--- src/rtl/sla_pkg.sv ---
// Shared types, mode codes, colors and constants for the status LED animator.
// No dependencies; used by sla_core and status_led_animator_unit.
`timescale 1ns / 1ps

package sla_pkg;

  // Mode codes, same encoding as the new_mode and mode_now fields.
  typedef enum logic [2:0] {
    MODE_IDLE       = 3'd0,
    MODE_LISTENING  = 3'd1,
    MODE_PROCESSING = 3'd2,
    MODE_RECORDING  = 3'd3,
    MODE_UPLOADING  = 3'd4,
    MODE_SUCCESS    = 3'd5,
    MODE_ERROR      = 3'd6,
    MODE_QUEUED     = 3'd7
  } mode_t;

  // Input kinds.
  localparam logic KIND_TICK   = 1'b0;
  localparam logic KIND_CHANGE = 1'b1;

  // Configuration register indexes.
  localparam logic [1:0] REG_PULSE_INTERVAL = 2'd0;
  localparam logic [1:0] REG_SUCCESS_DUR    = 2'd1;
  localparam logic [1:0] REG_ERROR_DUR      = 2'd2;

  localparam int CFG_DATA_W = 12;
  localparam int CFG_IDX_W  = 2;

  // Reset values of the configuration registers.
  localparam logic [7:0]  PULSE_INTERVAL_RST = 8'd20;
  localparam logic [11:0] SUCCESS_DUR_RST    = 12'd1500;
  localparam logic [11:0] ERROR_DUR_RST      = 12'd2500;

  // Animation constants.
  localparam logic [11:0] ELAPSED_MAX = 12'd4095;
  localparam logic [7:0]  LEVEL_STEP  = 8'd5;
  localparam logic [7:0]  LEVEL_TOP   = 8'd250;

  // elapsed / 250 is computed as (elapsed * 4195) >> 20, exact for elapsed below 4096.
  localparam logic [12:0] FLASH_RECIP = 13'd4195;
  localparam int          FLASH_SHIFT = 20;

  // Colors as 0xRRGGBB.
  localparam logic [23:0] COLOR_BLACK  = 24'h000000;
  localparam logic [23:0] COLOR_GREEN  = 24'h008000;
  localparam logic [23:0] COLOR_BLUE   = 24'h0000FF;
  localparam logic [23:0] COLOR_RED    = 24'hFF0000;
  localparam logic [23:0] COLOR_CYAN   = 24'h00FFFF;
  localparam logic [23:0] COLOR_ORANGE = 24'hFFA500;
  localparam logic [23:0] COLOR_YELLOW = 24'hFFFF00;

  // One result word.
  typedef struct packed {
    logic [7:0] red;
    logic [7:0] green;
    logic [7:0] blue;
    logic       led_written;
    logic [2:0] mode_now;
  } result_t;

  // Base color of a breathing mode.
  function automatic logic [23:0] breath_color(input mode_t m);
    logic [23:0] c;
    case (m)
      MODE_IDLE:      c = COLOR_GREEN;
      MODE_LISTENING: c = COLOR_BLUE;
      MODE_RECORDING: c = COLOR_RED;
      MODE_UPLOADING: c = COLOR_CYAN;
      default:        c = COLOR_ORANGE;
    endcase
    return c;
  endfunction

endpackage

--- src/rtl/sla_core.sv ---
// Mode state, configuration registers and the per-word animation update.
// Depends on sla_pkg for mode codes, colors and the result word type.
`timescale 1ns / 1ps

module sla_core (
  input  logic                          clk,
  input  logic                          rst,
  input  logic                          cfg_we,
  input  logic [sla_pkg::CFG_IDX_W-1:0] cfg_index,
  input  logic [sla_pkg::CFG_DATA_W-1:0] cfg_data,
  input  logic                          fire,
  input  logic                          kind,
  input  logic [2:0]                    new_mode,
  output sla_pkg::result_t              res
);

  // Configuration registers.
  logic [7:0]  pulse_interval_ms;
  logic [11:0] success_duration_ms;
  logic [11:0] error_duration_ms;

  // Animation state.
  sla_pkg::mode_t mode, mode_next;
  logic [11:0]    elapsed_ms, elapsed_ms_next;
  logic [7:0]     level, level_next;
  logic           rising, rising_next;
  logic [23:0]    shown_color, shown_color_next;
  logic           written;

  // Helpers for the tick path.
  logic [11:0] elapsed_inc;
  logic [7:0]  level_step;
  logic        rising_step;
  logic [23:0] base;
  logic [15:0] prod_r, prod_g, prod_b;
  logic [23:0] breath_shown;
  logic [24:0] flash_prod;
  logic [11:0] flash_dur;
  logic [23:0] flash_on;

  // Configuration writes; indexes beyond the list are ignored.
  always_ff @(posedge clk) begin
    if (rst) begin
      pulse_interval_ms   <= sla_pkg::PULSE_INTERVAL_RST;
      success_duration_ms <= sla_pkg::SUCCESS_DUR_RST;
      error_duration_ms   <= sla_pkg::ERROR_DUR_RST;
    end else if (cfg_we) begin
      unique case (cfg_index)
        sla_pkg::REG_PULSE_INTERVAL: pulse_interval_ms <= cfg_data[7:0];
        sla_pkg::REG_SUCCESS_DUR:    success_duration_ms <= cfg_data;
        sla_pkg::REG_ERROR_DUR:      error_duration_ms <= cfg_data;
        default: ;
      endcase
    end
  end

  // Saturating millisecond count.
  assign elapsed_inc = (elapsed_ms == sla_pkg::ELAPSED_MAX) ? elapsed_ms
                                                            : elapsed_ms + 12'd1;

  // One brightness step and its direction.
  always_comb begin
    if (rising) begin
      level_step  = level + sla_pkg::LEVEL_STEP;
      rising_step = !(level_step >= sla_pkg::LEVEL_TOP);
    end else begin
      level_step  = level - sla_pkg::LEVEL_STEP;
      rising_step = (level_step <= sla_pkg::LEVEL_STEP);
    end
  end

  // Scale each channel of the base color by the new level.
  assign base   = sla_pkg::breath_color(mode);
  assign prod_r = {8'd0, base[23:16]} * {8'd0, level_step};
  assign prod_g = {8'd0, base[15:8]}  * {8'd0, level_step};
  assign prod_b = {8'd0, base[7:0]}   * {8'd0, level_step};
  assign breath_shown = {prod_r[15:8], prod_g[15:8], prod_b[15:8]};

  // Flash phase: odd quarter-second periods show the color.
  assign flash_prod = {13'd0, elapsed_inc} * {12'd0, sla_pkg::FLASH_RECIP};
  assign flash_dur  = (mode == sla_pkg::MODE_SUCCESS) ? success_duration_ms
                                                      : error_duration_ms;
  assign flash_on   = (mode == sla_pkg::MODE_SUCCESS) ? sla_pkg::COLOR_GREEN
                                                      : sla_pkg::COLOR_RED;

  // Next state for one accepted word.
  always_comb begin
    mode_next        = mode;
    elapsed_ms_next  = elapsed_ms;
    level_next       = level;
    rising_next      = rising;
    shown_color_next = shown_color;
    written          = 1'b0;
    if (kind == sla_pkg::KIND_CHANGE) begin
      if (sla_pkg::mode_t'(new_mode) != mode) begin
        mode_next       = sla_pkg::mode_t'(new_mode);
        level_next      = 8'd0;
        rising_next     = 1'b1;
        elapsed_ms_next = 12'd0;
      end
    end else begin
      elapsed_ms_next = elapsed_inc;
      case (mode)
        sla_pkg::MODE_PROCESSING: begin
          shown_color_next = sla_pkg::COLOR_YELLOW;
          written          = 1'b1;
        end
        sla_pkg::MODE_SUCCESS, sla_pkg::MODE_ERROR: begin
          if (elapsed_inc < flash_dur) begin
            shown_color_next = flash_prod[sla_pkg::FLASH_SHIFT] ? flash_on
                                                                : sla_pkg::COLOR_BLACK;
            written          = 1'b1;
          end else begin
            // Flashing is over: fall back to idle as with a mode change.
            mode_next       = sla_pkg::MODE_IDLE;
            level_next      = 8'd0;
            rising_next     = 1'b1;
            elapsed_ms_next = 12'd0;
          end
        end
        default: begin
          if (elapsed_inc > {4'd0, pulse_interval_ms}) begin
            elapsed_ms_next  = 12'd0;
            level_next       = level_step;
            rising_next      = rising_step;
            shown_color_next = breath_shown;
            written          = 1'b1;
          end
        end
      endcase
    end
  end

  // State registers.
  always_ff @(posedge clk) begin
    if (rst) begin
      mode        <= sla_pkg::MODE_IDLE;
      elapsed_ms  <= 12'd0;
      level       <= 8'd0;
      rising      <= 1'b1;
      shown_color <= sla_pkg::COLOR_BLACK;
    end else if (fire) begin
      mode        <= mode_next;
      elapsed_ms  <= elapsed_ms_next;
      level       <= level_next;
      rising      <= rising_next;
      shown_color <= shown_color_next;
    end
  end

  // Result word for the word being accepted.
  assign res.red         = shown_color_next[23:16];
  assign res.green       = shown_color_next[15:8];
  assign res.blue        = shown_color_next[7:0];
  assign res.led_written = written;
  assign res.mode_now    = mode_next;

endmodule

--- src/rtl/status_led_animator_unit.sv ---
// Top level of the status LED animator: core update plus a two-word result queue.
// Depends on sla_pkg and sla_core.
`timescale 1ns / 1ps

// Usage:
//   The input channel (in_valid, in_stall, kind, new_mode) carries one word per
//   millisecond tick (kind 0) or mode change request (kind 1). The output channel
//   (out_valid, out_stall, red, green, blue, led_written, mode_now) returns exactly
//   one word per input word, in order.
//   Each accepted word updates the mode state in the cycle it is accepted; its
//   result is registered into the queue and appears once earlier results leave.
//   Throughput is one word per cycle while the receiver does not stall, set by
//   the state update and the two-entry result queue.
//   While the receiver stalls, up to two results wait in the queue; in_stall is
//   high exactly while both entries are occupied, so it drops in the cycle after
//   a result is taken.
//   Configuration is written through cfg_we, cfg_index and cfg_data while idle.
//   Synchronous reset restores idle mode, black color, level zero, rising direction,
//   the default register values, and empties the queue.

module status_led_animator_unit (
  input  logic                           clk,
  input  logic                           rst,
  input  logic                           cfg_we,
  input  logic [sla_pkg::CFG_IDX_W-1:0]  cfg_index,
  input  logic [sla_pkg::CFG_DATA_W-1:0] cfg_data,
  input  logic                           in_valid,
  output logic                           in_stall,
  input  logic                           kind,
  input  logic [2:0]                     new_mode,
  output logic                           out_valid,
  input  logic                           out_stall,
  output logic [7:0]                     red,
  output logic [7:0]                     green,
  output logic [7:0]                     blue,
  output logic                           led_written,
  output logic [2:0]                     mode_now
);

  sla_pkg::result_t res;
  sla_pkg::result_t slot [2];
  logic             wr_ptr, rd_ptr;
  logic [1:0]       count;
  logic             push, pop;

  assign push = in_valid && !in_stall;
  assign pop  = out_valid && !out_stall;

  sla_core u_core (
    .clk       (clk),
    .rst       (rst),
    .cfg_we    (cfg_we),
    .cfg_index (cfg_index),
    .cfg_data  (cfg_data),
    .fire      (push),
    .kind      (kind),
    .new_mode  (new_mode),
    .res       (res)
  );

  // Queue pointers and fill count.
  always_ff @(posedge clk) begin
    if (rst) begin
      wr_ptr <= 1'b0;
      rd_ptr <= 1'b0;
      count  <= 2'd0;
    end else begin
      if (push) wr_ptr <= ~wr_ptr;
      if (pop)  rd_ptr <= ~rd_ptr;
      count <= count + {1'b0, push} - {1'b0, pop};
    end
  end

  // Queue storage.
  always_ff @(posedge clk) begin
    if (push) slot[wr_ptr] <= res;
  end

  // Channel outputs.
  assign in_stall    = (count == 2'd2);
  assign out_valid   = (count != 2'd0);
  assign red         = slot[rd_ptr].red;
  assign green       = slot[rd_ptr].green;
  assign blue        = slot[rd_ptr].blue;
  assign led_written = slot[rd_ptr].led_written;
  assign mode_now    = slot[rd_ptr].mode_now;

endmodule
--- config.mk ---
export PLATFORM = sky130hd
export DESIGN_NAME = status_led_animator_unit
export DESIGN_NICKNAME = d
export VERILOG_FILES = /design/src/rtl/sla_pkg.sv /design/src/rtl/sla_core.sv /design/src/rtl/status_led_animator_unit.sv
export SDC_FILE = /design/constraint.sdc
export NUM_CORES = 1
export LEC_CHECK = 0
export BUFFER_PORTS_ARGS = -buffer_cell sky130_fd_sc_hd__buf_2
export CAP_MARGIN = 20
export CORE_MARGIN = 3
export CORE_UTILIZATION = 55
export DETAILED_ROUTE_END_ITERATION = 8
export PLACE_DENSITY_LB_ADDON = 0.2
export SLEW_MARGIN = 30
export SYNTH_ARGS = -nofsm -noshare
export SYNTH_HDL_FRONTEND = slang
export SYNTH_SLANG_ARGS = --single-unit
export TNS_END_PERCENT = 20
--- constraint.sdc ---
create_clock -name clk -period 5.9 [get_ports clk]
set_input_delay 0.59 -clock clk [delete_from_list [all_inputs] [get_ports clk]]
set_output_delay 0.59 -clock clk [all_outputs]
set_load 0.02 [all_outputs]
==> results.md, run 1 <==
- Synth Register Bits: 141
- Post-DP Area: 0.01448 mm^2
- GP Congestion: 0.8937
- Worst Setup Slack, final: 100.5 ps
- Ys flop type: dfxtp_1
- Post-synthesis area per instance: 9.212 um^2
- Clk slew on worst S/H paths: 70 ps
- CTS hold repair buffers: 0
- WHS Endpoint: u_core.success_duration_ms[10]
- Post-synthesis compound-gate area fraction: 0.1354
- Iter 0 DRT Violations: 532
- Initial antenna violation count: 0
- Syn_nets: 1734
- Largest net degree at the start of global routing: 36
- Worst setup path class: reg -> reg
- First-pass DRT Iterations: 7
- Most frequent CP cell: fa_1
- Tightest Hold Check Type: in -> reg
- Placed Instances: 1857
- Xor/xnor share of the synthesized area: 0.03595
- Global-route wire length before repair: 50850 um
- Clk_lat worst skew: 440 ps
- Met3 wire len: 1197 um
- Number of synthesized flops with an enable pin: 56
- Hold Startpoint: cfg_data[10]
- Cell Pwr Density: 194.3 mW/mm^2
- Crit-path cells: o21ai_4, nand2_2, o41ai_4, buf_4, xor2_2, buf_4, nand2_1, inv_2, fa_2, fa_1, inv_1, fa_1, fa_1, inv_1, ha_1, o21a_1, o21a_1, o221ai_2, o211ai_1, xor2_1, a21oi_2, nand2_1, o2bb2ai_2
- Vias in the first global route: 10.84k
- Reg-to-reg endpoint: slot[1][18]
- CTS buffer count: 17
- Worst Tran Pin Value: 920.6 ps
- WL per Instance: 16.44 um
- Number of port buffers: 52
- WL met2: 16750 um
- Ratio of cells with drive above 1 in the final layout: 0.2202
- Leak: 7.810 nW
- Skew final: 15.45 ps
- ANT cells: 0
- Reg2Reg Launch Point: u_core.level[0]
- Synth unique cells: 78
- Routed Antenna Nets: 0
- VDD IR-drop max: 186.6 uV
- GR Util All Layers: 0.2409
- CP Max Fanout: 6
- Final Cell Area: 0.01559 mm^2
- Mapped Cells: 1428
- CP Data Arrival Time: 5960 ps
- DP HPWL: 24010 um
- Nets@finish: 1887
- CTS tree: yes
- Detailed Route WL: 31360 um
- Worst R2R Setup Slack: 100 ps
- Initial Util: 0.5706
- Status: finished clean
- Area Growth Syn to Fin: 18.54%
- Slew HR: 0.3816
- FF-to-FF path depth: 23
- Fin cells: 1907
- Die area: 0.02581 mm^2
- Die Y: 160.7 um
- Max_cap viols: 0
- Max stage delay on crit path: 550 ps
- Die width: 160.7 um
- Slew Limit Fails: 0
- Asr flop ratio synth: 0
- Via count: 10.58k
- CTS root buffer: clkbuf_16
- Mux share of post-synthesis cell area: 0.03985
- Required @ worst endpoint: 6060 ps
- Highest Signal Layer: met4
- Max Clock Freq: 172.4 MHz
- Adder-Cell Fraction of Synth Area: 0.3245
- Sequential element share of the synthesized area: 0.2572
- Crit start category: register
- Core area: 0.02305 mm^2
- Rows: 55
- Post-Syn Area: 0.01316 mm^2
- Number of remaining DRC errors: 0
- CP delay by family, top: adder cells
- Final setup fails: 0
- Unrepaired setup endpoints after global routing: yes
- Worst path bufs/invs: 5
- H-Tree Level Count: 4
- I/O pins: 53
- Worst slack, placed: -110.4 ps
- Minimum clock period: 5799 ps
- Synth warn: 0
- Commonest non-fill, non-tap cell in the layout: inv_1
- Largest family of logic cells by synthesized area: adder cells
- Critical-path top delay cell: fa_1
- Worst hold path depth: 3
- WL met1: 12720 um
- Most frequent cells in the layout: 243 x inv_1, 175 x ha_1, 125 x buf_4
- Simple-Gate Fraction of Synth Area: 0.1202
- CP endpoint kind: register
- GRT Residual Overflow: 0
- # clock sinks: 141
- Period utilization: 0.9830
- Max clock buf depth: 2
- Pwr Total: 3.031 mW
- Hold Vio Cnt, Final: 0
- Vias/cell: 5.546
==> worst reg2reg max path: cells and delay by family, from the launching register on <==
| family | cells | cell delay [ps] |
|---|---|---|
| xor+xnor | 2 | 370 |
| compound gates | 8 | 1600 |
| flops | 1 | 380 |
| fa+ha+maj | 5 | 2350 |
| simple gates | 3 | 300 |
| buf+inv | 5 | 520 |
==> power by group <==
part,total (mW),internal (mW),switching (mW)
combinational,0.842,0.331,0.510
clock,1.04,0.564,0.476
sequential,1.15,1.11,0.0362
==> Yosys cell counts (3+ instances only) <==
cell	n	area share
nor2b_1	10	0.0048
a21o_1	16	0.0091
nor2_1	102	0.029
a221oi_1	8	0.0053
nor4_1	3	0.0014
nor3_1	21	0.0080
nand2b_1	8	0.0038
and2_1	3	0.0014
edfxtp_1	56	0.13
dfxtp_1	85	0.13
mux2_2	31	0.027
nand4b_1	4	0.0027
nand4_1	10	0.0048
ha_1	186	0.18
o21a_1	9	0.0051
o31a_1	4	0.0027
o21ai_0	35	0.013
o31ai_1	4	0.0023
a21boi_0	3	0.0017
o21bai_1	5	0.0029
or2_2	6	0.0029
nor3b_1	4	0.0023
o21ai_1	9	0.0034
a311oi_1	3	0.0020
a2bb2oi_1	6	0.0040
a211o_1	4	0.0027
mux2i_1	16	0.012
o41ai_1	3	0.0020
xnor2_1	31	0.021
or3_1	3	0.0014
a22oi_1	12	0.0068
a211oi_1	9	0.0051
a31oi_1	7	0.0033
clkbuf_1	33	0.0094
nand3b_1	4	0.0023
o211ai_1	10	0.0057
a22o_1	13	0.0087
nand2_1	118	0.034
xor2_1	23	0.015
buf_2	4	0.0015
nand3_1	35	0.013
inv_1	252	0.072
a21oi_1	76	0.029
buf_1	5	0.0014
fa_1	97	0.15
==> sequential cells by signal (all words and copies together), names as in the netlist, named ones only <==
signal / flops
slot: 56
u_core.shown_color: 24
u_core.elapsed_ms: 12
u_core.error_duration_ms: 12
u_core.success_duration_ms: 12
u_core.level: 8
u_core.pulse_interval_ms: 8
u_core.mode: 3
count: 2
rd_ptr: 1
u_core.rising: 1
wr_ptr: 1
==> cell type report <==
| class | count | area, um^2 |
|---|---|---|
| flip-flops and latches | 141 | 3398 |
| inverters | 256 | 960.9 |
| clock inverters | 14 | 130.1 |
| well taps | 313 | 391.6 |
| repair buffers | 178 | 1210 |
| fillers | 1834 | 7460 |
| clock buffers | 18 | 439.2 |
| multi-input cells | 987 | 9064 |
==> cells by family (layout without fill, tap and decap cells) <==
logic type,after synthesis,after routing
AO/OA/AOI/OAI,261,261
XOR/XNOR,54,54
adder cells (fa/ha/maj),283,283
buffers and inverters,300,466
flip-flops,141,141
multiplexers,48,48
AND/OR/NAND/NOR,341,341
==> through the flow <==
| step | utilization | hold slack [ps] | TNS [ps] |
|---|---|---|---|
| floorplan | - | 435.7 | -3.812 |
| finish | 0.6764 | 388.3 | 0 |
| CTS | 0.6560 | 381.5 | -10.03 |
| detailed placement | 0.6279 | 447.1 | -717.5 |
| global placement | 0.6279 | 441.3 | 0 |
| global route | 0.6764 | 387.7 | -2421 |
==> routing by layer <==
layer	up-vias	GRT usage
li1	5132	-
met1	5161	0.2805
met2	225	0.4505
met3	59	0.03946
met4	0	0.07613
met5	-	0
==> how the worst max path moves through the flow <==
stage | from | end | slack (ps) | cells past startpoint
floorplan | u_core.level[0] | slot[0][26] | -2 | 22
global placement | u_core.elapsed_ms[0] | slot[0][19] | 50 | 23
detailed placement | u_core.level[1] | slot[0][27] | -110 | 23
CTS | u_core.level[0] | slot[1][16] | -5 | 22
global route | u_core.level[0] | slot[1][18] | -150 | 25
finish | u_core.level[0] | slot[1][18] | 100 | 23
==> repair_timing <==
item,CTS,global route
endpoints found under the setup margin,25,61
pin swaps,4,59
buffers inserted,2,16
gates resized for setup,12,84
cloned,0,0
No activity file was read; power rests on OpenSTA's default activity.
==> inputs of run 2 (changes only) <==
Settings changed: ABC_AREA set to 1, SKIP_CTS_REPAIR_TIMING set to 1.
==> run 2 against run 1 <==
Non-clock buffer count fell by 64; utilization fell by 4.2 points; hold slack got worse by 0.79 ps; cell count rose by 11%.
==> results.md, run 2 <==
- CTS root buffer: clkbuf_16
- Area Growth Syn to Fin: 13.27%
- GRT Residual Overflow: 0
- Die Y: 163.6 um
- Commonest cells in the netlist: 374 x inv_1, 258 x nand2_1, 186 x ha_1
- Ratio of cells with drive above 1 in the final layout: 0.1621
- CP Max Fanout: 5
- Tightest Hold Check Type: in -> reg
- Asr flop ratio synth: 0
- Post-Route Utilization: 0.6343
- Biggest register: slot
- Worst slack, placed: -132.5 ps
- GP Congestion: 0.9168
- Share of the synthesized area in the top cell type: 0.1704
- Period utilization: 0.9499
- H-Tree Level Count: 4
- Rows: 57
- Leak: 7.988 nW
- Largest register FFs: 56
- Syn_nets: 1994
- CP endpoint kind: register
- Max Clock Freq: 178.4 MHz
- Crit start category: register
- Via count: 11.25k
- Nets@finish: 2088
- DP HPWL: 24370 um
- Skew final: 16.16 ps
- Most frequent cells in the layout: 369 x inv_1, 249 x nand2_1, 180 x ha_1
- ANT cells: 0
- Clock power share: 0.219
- Post-Syn Area: 0.01366 mm^2
- Routed Antenna Nets: 0
- Largest cells by area after synthesis: ha_1 17%, fa_1 14%, dfxtp_1 12%, edfxtp_1 12%, inv_1 10%
- CP Data Arrival Time: 5780 ps
- Max stage delay on crit path: 580 ps
- Most numerous cell in the Yosys netlist: inv_1
- Worst setup path class: reg -> reg
- Ys flop type: dfxtp_1
- Final Cell Area: 0.01547 mm^2
- Number of synthesized flops with an enable pin: 56
- Number of port buffers: 52
- GR Util All Layers: 0.2429
- Critical-path top delay cell: fa_2
- NetSw: 2.266 mW
- Synth unique cells: 51
- Worst hold slack: 387.5 ps
- Sequential power share: 0.246
- # clock sinks: 141
- Slew HR: 0.3429
- Global-route wire length before repair: 52690 um
- Max_cap viols: 0
- Worst Tran Pin Value: 984.5 ps
- Top flop regs: slot (56), u_core.shown_color (24)
- Final setup fails: 0
- Clk slew on worst S/H paths: 80 ps
- Switching Share: 0.4436
- Hold Vio Cnt, Final: 0
- Minimum clock period: 5604 ps
- Post-synthesis area per instance: 8.091 um^2
- Slew Limit Fails: 0
- CTS buffer count: 17
- Synth Register Bits: 141
- Max clock buf depth: 2
- Core area: 0.02439 mm^2
- Largest net degree at the start of global routing: 44
- Cell Pwr Density: 330.3 mW/mm^2
- Pwr Total: 5.109 mW
- Required @ worst endpoint: 6070 ps
- Die area: 0.02676 mm^2
- Die width: 163.6 um
- Detailed Route WL: 31440 um
- Vias in the first global route: 11.48k
- Unrepaired setup endpoints after global routing: yes
- Mapped Cells: 1688
- Worst Setup Slack, final: 295.7 ps
- Number of fill cells: 2142
- Sequential element share of the synthesized area: 0.2477
- Status: finished clean
- Combinational share of power: 0.535
- Clk_lat worst skew: 430 ps
- CTS tree: yes
- First-pass DRT Iterations: 6
- Vias/cell: 5.309
- Synth warn: 0
- Cell-internal power: 2.843 mW
- Post-DP Area: 0.01458 mm^2
- Most frequent CP cell: inv_1
- Initial antenna violation count: 0
- Commonest non-fill, non-tap cell in the layout: inv_1
- Iter 0 DRT Violations: 739
- Cell taking the most area after synthesis: ha_1
- WL per Instance: 14.84 um
- Number of remaining DRC errors: 0
- I/O pins: 53
- VDD IR-drop max: 291.7 uV
- Initial Util: 0.5600
[run 2: changes by cell type after synthesis, sizes merged, moves of 11 or more]
| cell | before | now |
|---|---|---|
| nand3 | 35 | 68 |
| nand2 | 118 | 280 |
| nor2 | 102 | 126 |
| mux2i | 16 | 5 |
| a21oi | 77 | 109 |
| inv | 254 | 377 |
| a22o | 13 | 0 |
| xnor2 | 31 | 7 |
| o21ai | 44 | 112 |
[run 2: cell families (layout without fill, tap and decap cells)]
kind of cell	Yosys count	count (layout)	share of synthesized area
xor+xnor	35	35	0.02244
simple gates	515	515	0.1655
mux	33	33	0.02675
buf+inv	419	526	0.1176
fa+ha+maj	283	283	0.3126
compound gates	262	262	0.1074
flops	141	141	0.2477
[run 2: path summary, 6_finish.rpt]
path / start / endpoint / slack (ps) / cells past startpoint
max: u_core.level[1] / slot[0][24] / 300 / 27
min: cfg_data[8] / u_core.error_duration_ms[8] / 390 / 3
max reg2reg: u_core.level[1] / slot[0][24] / 300 / 27
min reg2reg: rd_ptr / rd_ptr / 450 / 1
[run 2: power by group through the flow]
stage	Combinational, mW	Sequential [mW]	Clock [mW]
floorplan	1.87	1.26	0
global placement	2.50	1.27	0
detailed placement	2.56	1.27	0
CTS	2.58	1.25	1.13
global route	3.13	1.27	1.17
finish	2.73	1.26	1.12
[run 2: layout make-up]
type	instances	area, um^2	share of cell area
multi-input combinational	1128	8931	0.5773
timing repair buffer	114	725.7	0.04691
clock inverter	15	168.9	0.01092
clock buffer	17	425.4	0.02750
tap	324	405.4	0.02620
inverter	380	1429	0.09236
sequential	141	3386	0.2188
[run 2: stage by stage]
stage               setup TNS, ps  instances
floorplan                  -37.84       1688
global placement           -9.921       2082
detailed placement          -2042       2082
CTS                         -3300       2114
global route               -753.9       2119
finish                          0       2119
[run 2: routing by layer]
layer	vias to the layer above	wire length [um]	track usage
met5	-	0	0
met4	0	910	0.08612
met3	66	1201	0.03145
met2	287	16680	0.4566
met1	5325	12650	0.2819
li1	5572	-	-
[run 2: worst max-delay path, delay by kind of cell (launching register included)]
family | cells | cell delay, ps
AO/OA/AOI/OAI | 3 | 400
XOR/XNOR | 2 | 190
adder cells (fa/ha/maj) | 6 | 2660
buffers and inverters | 7 | 480
flip-flops | 1 | 350
AND/OR/NAND/NOR | 9 | 1250
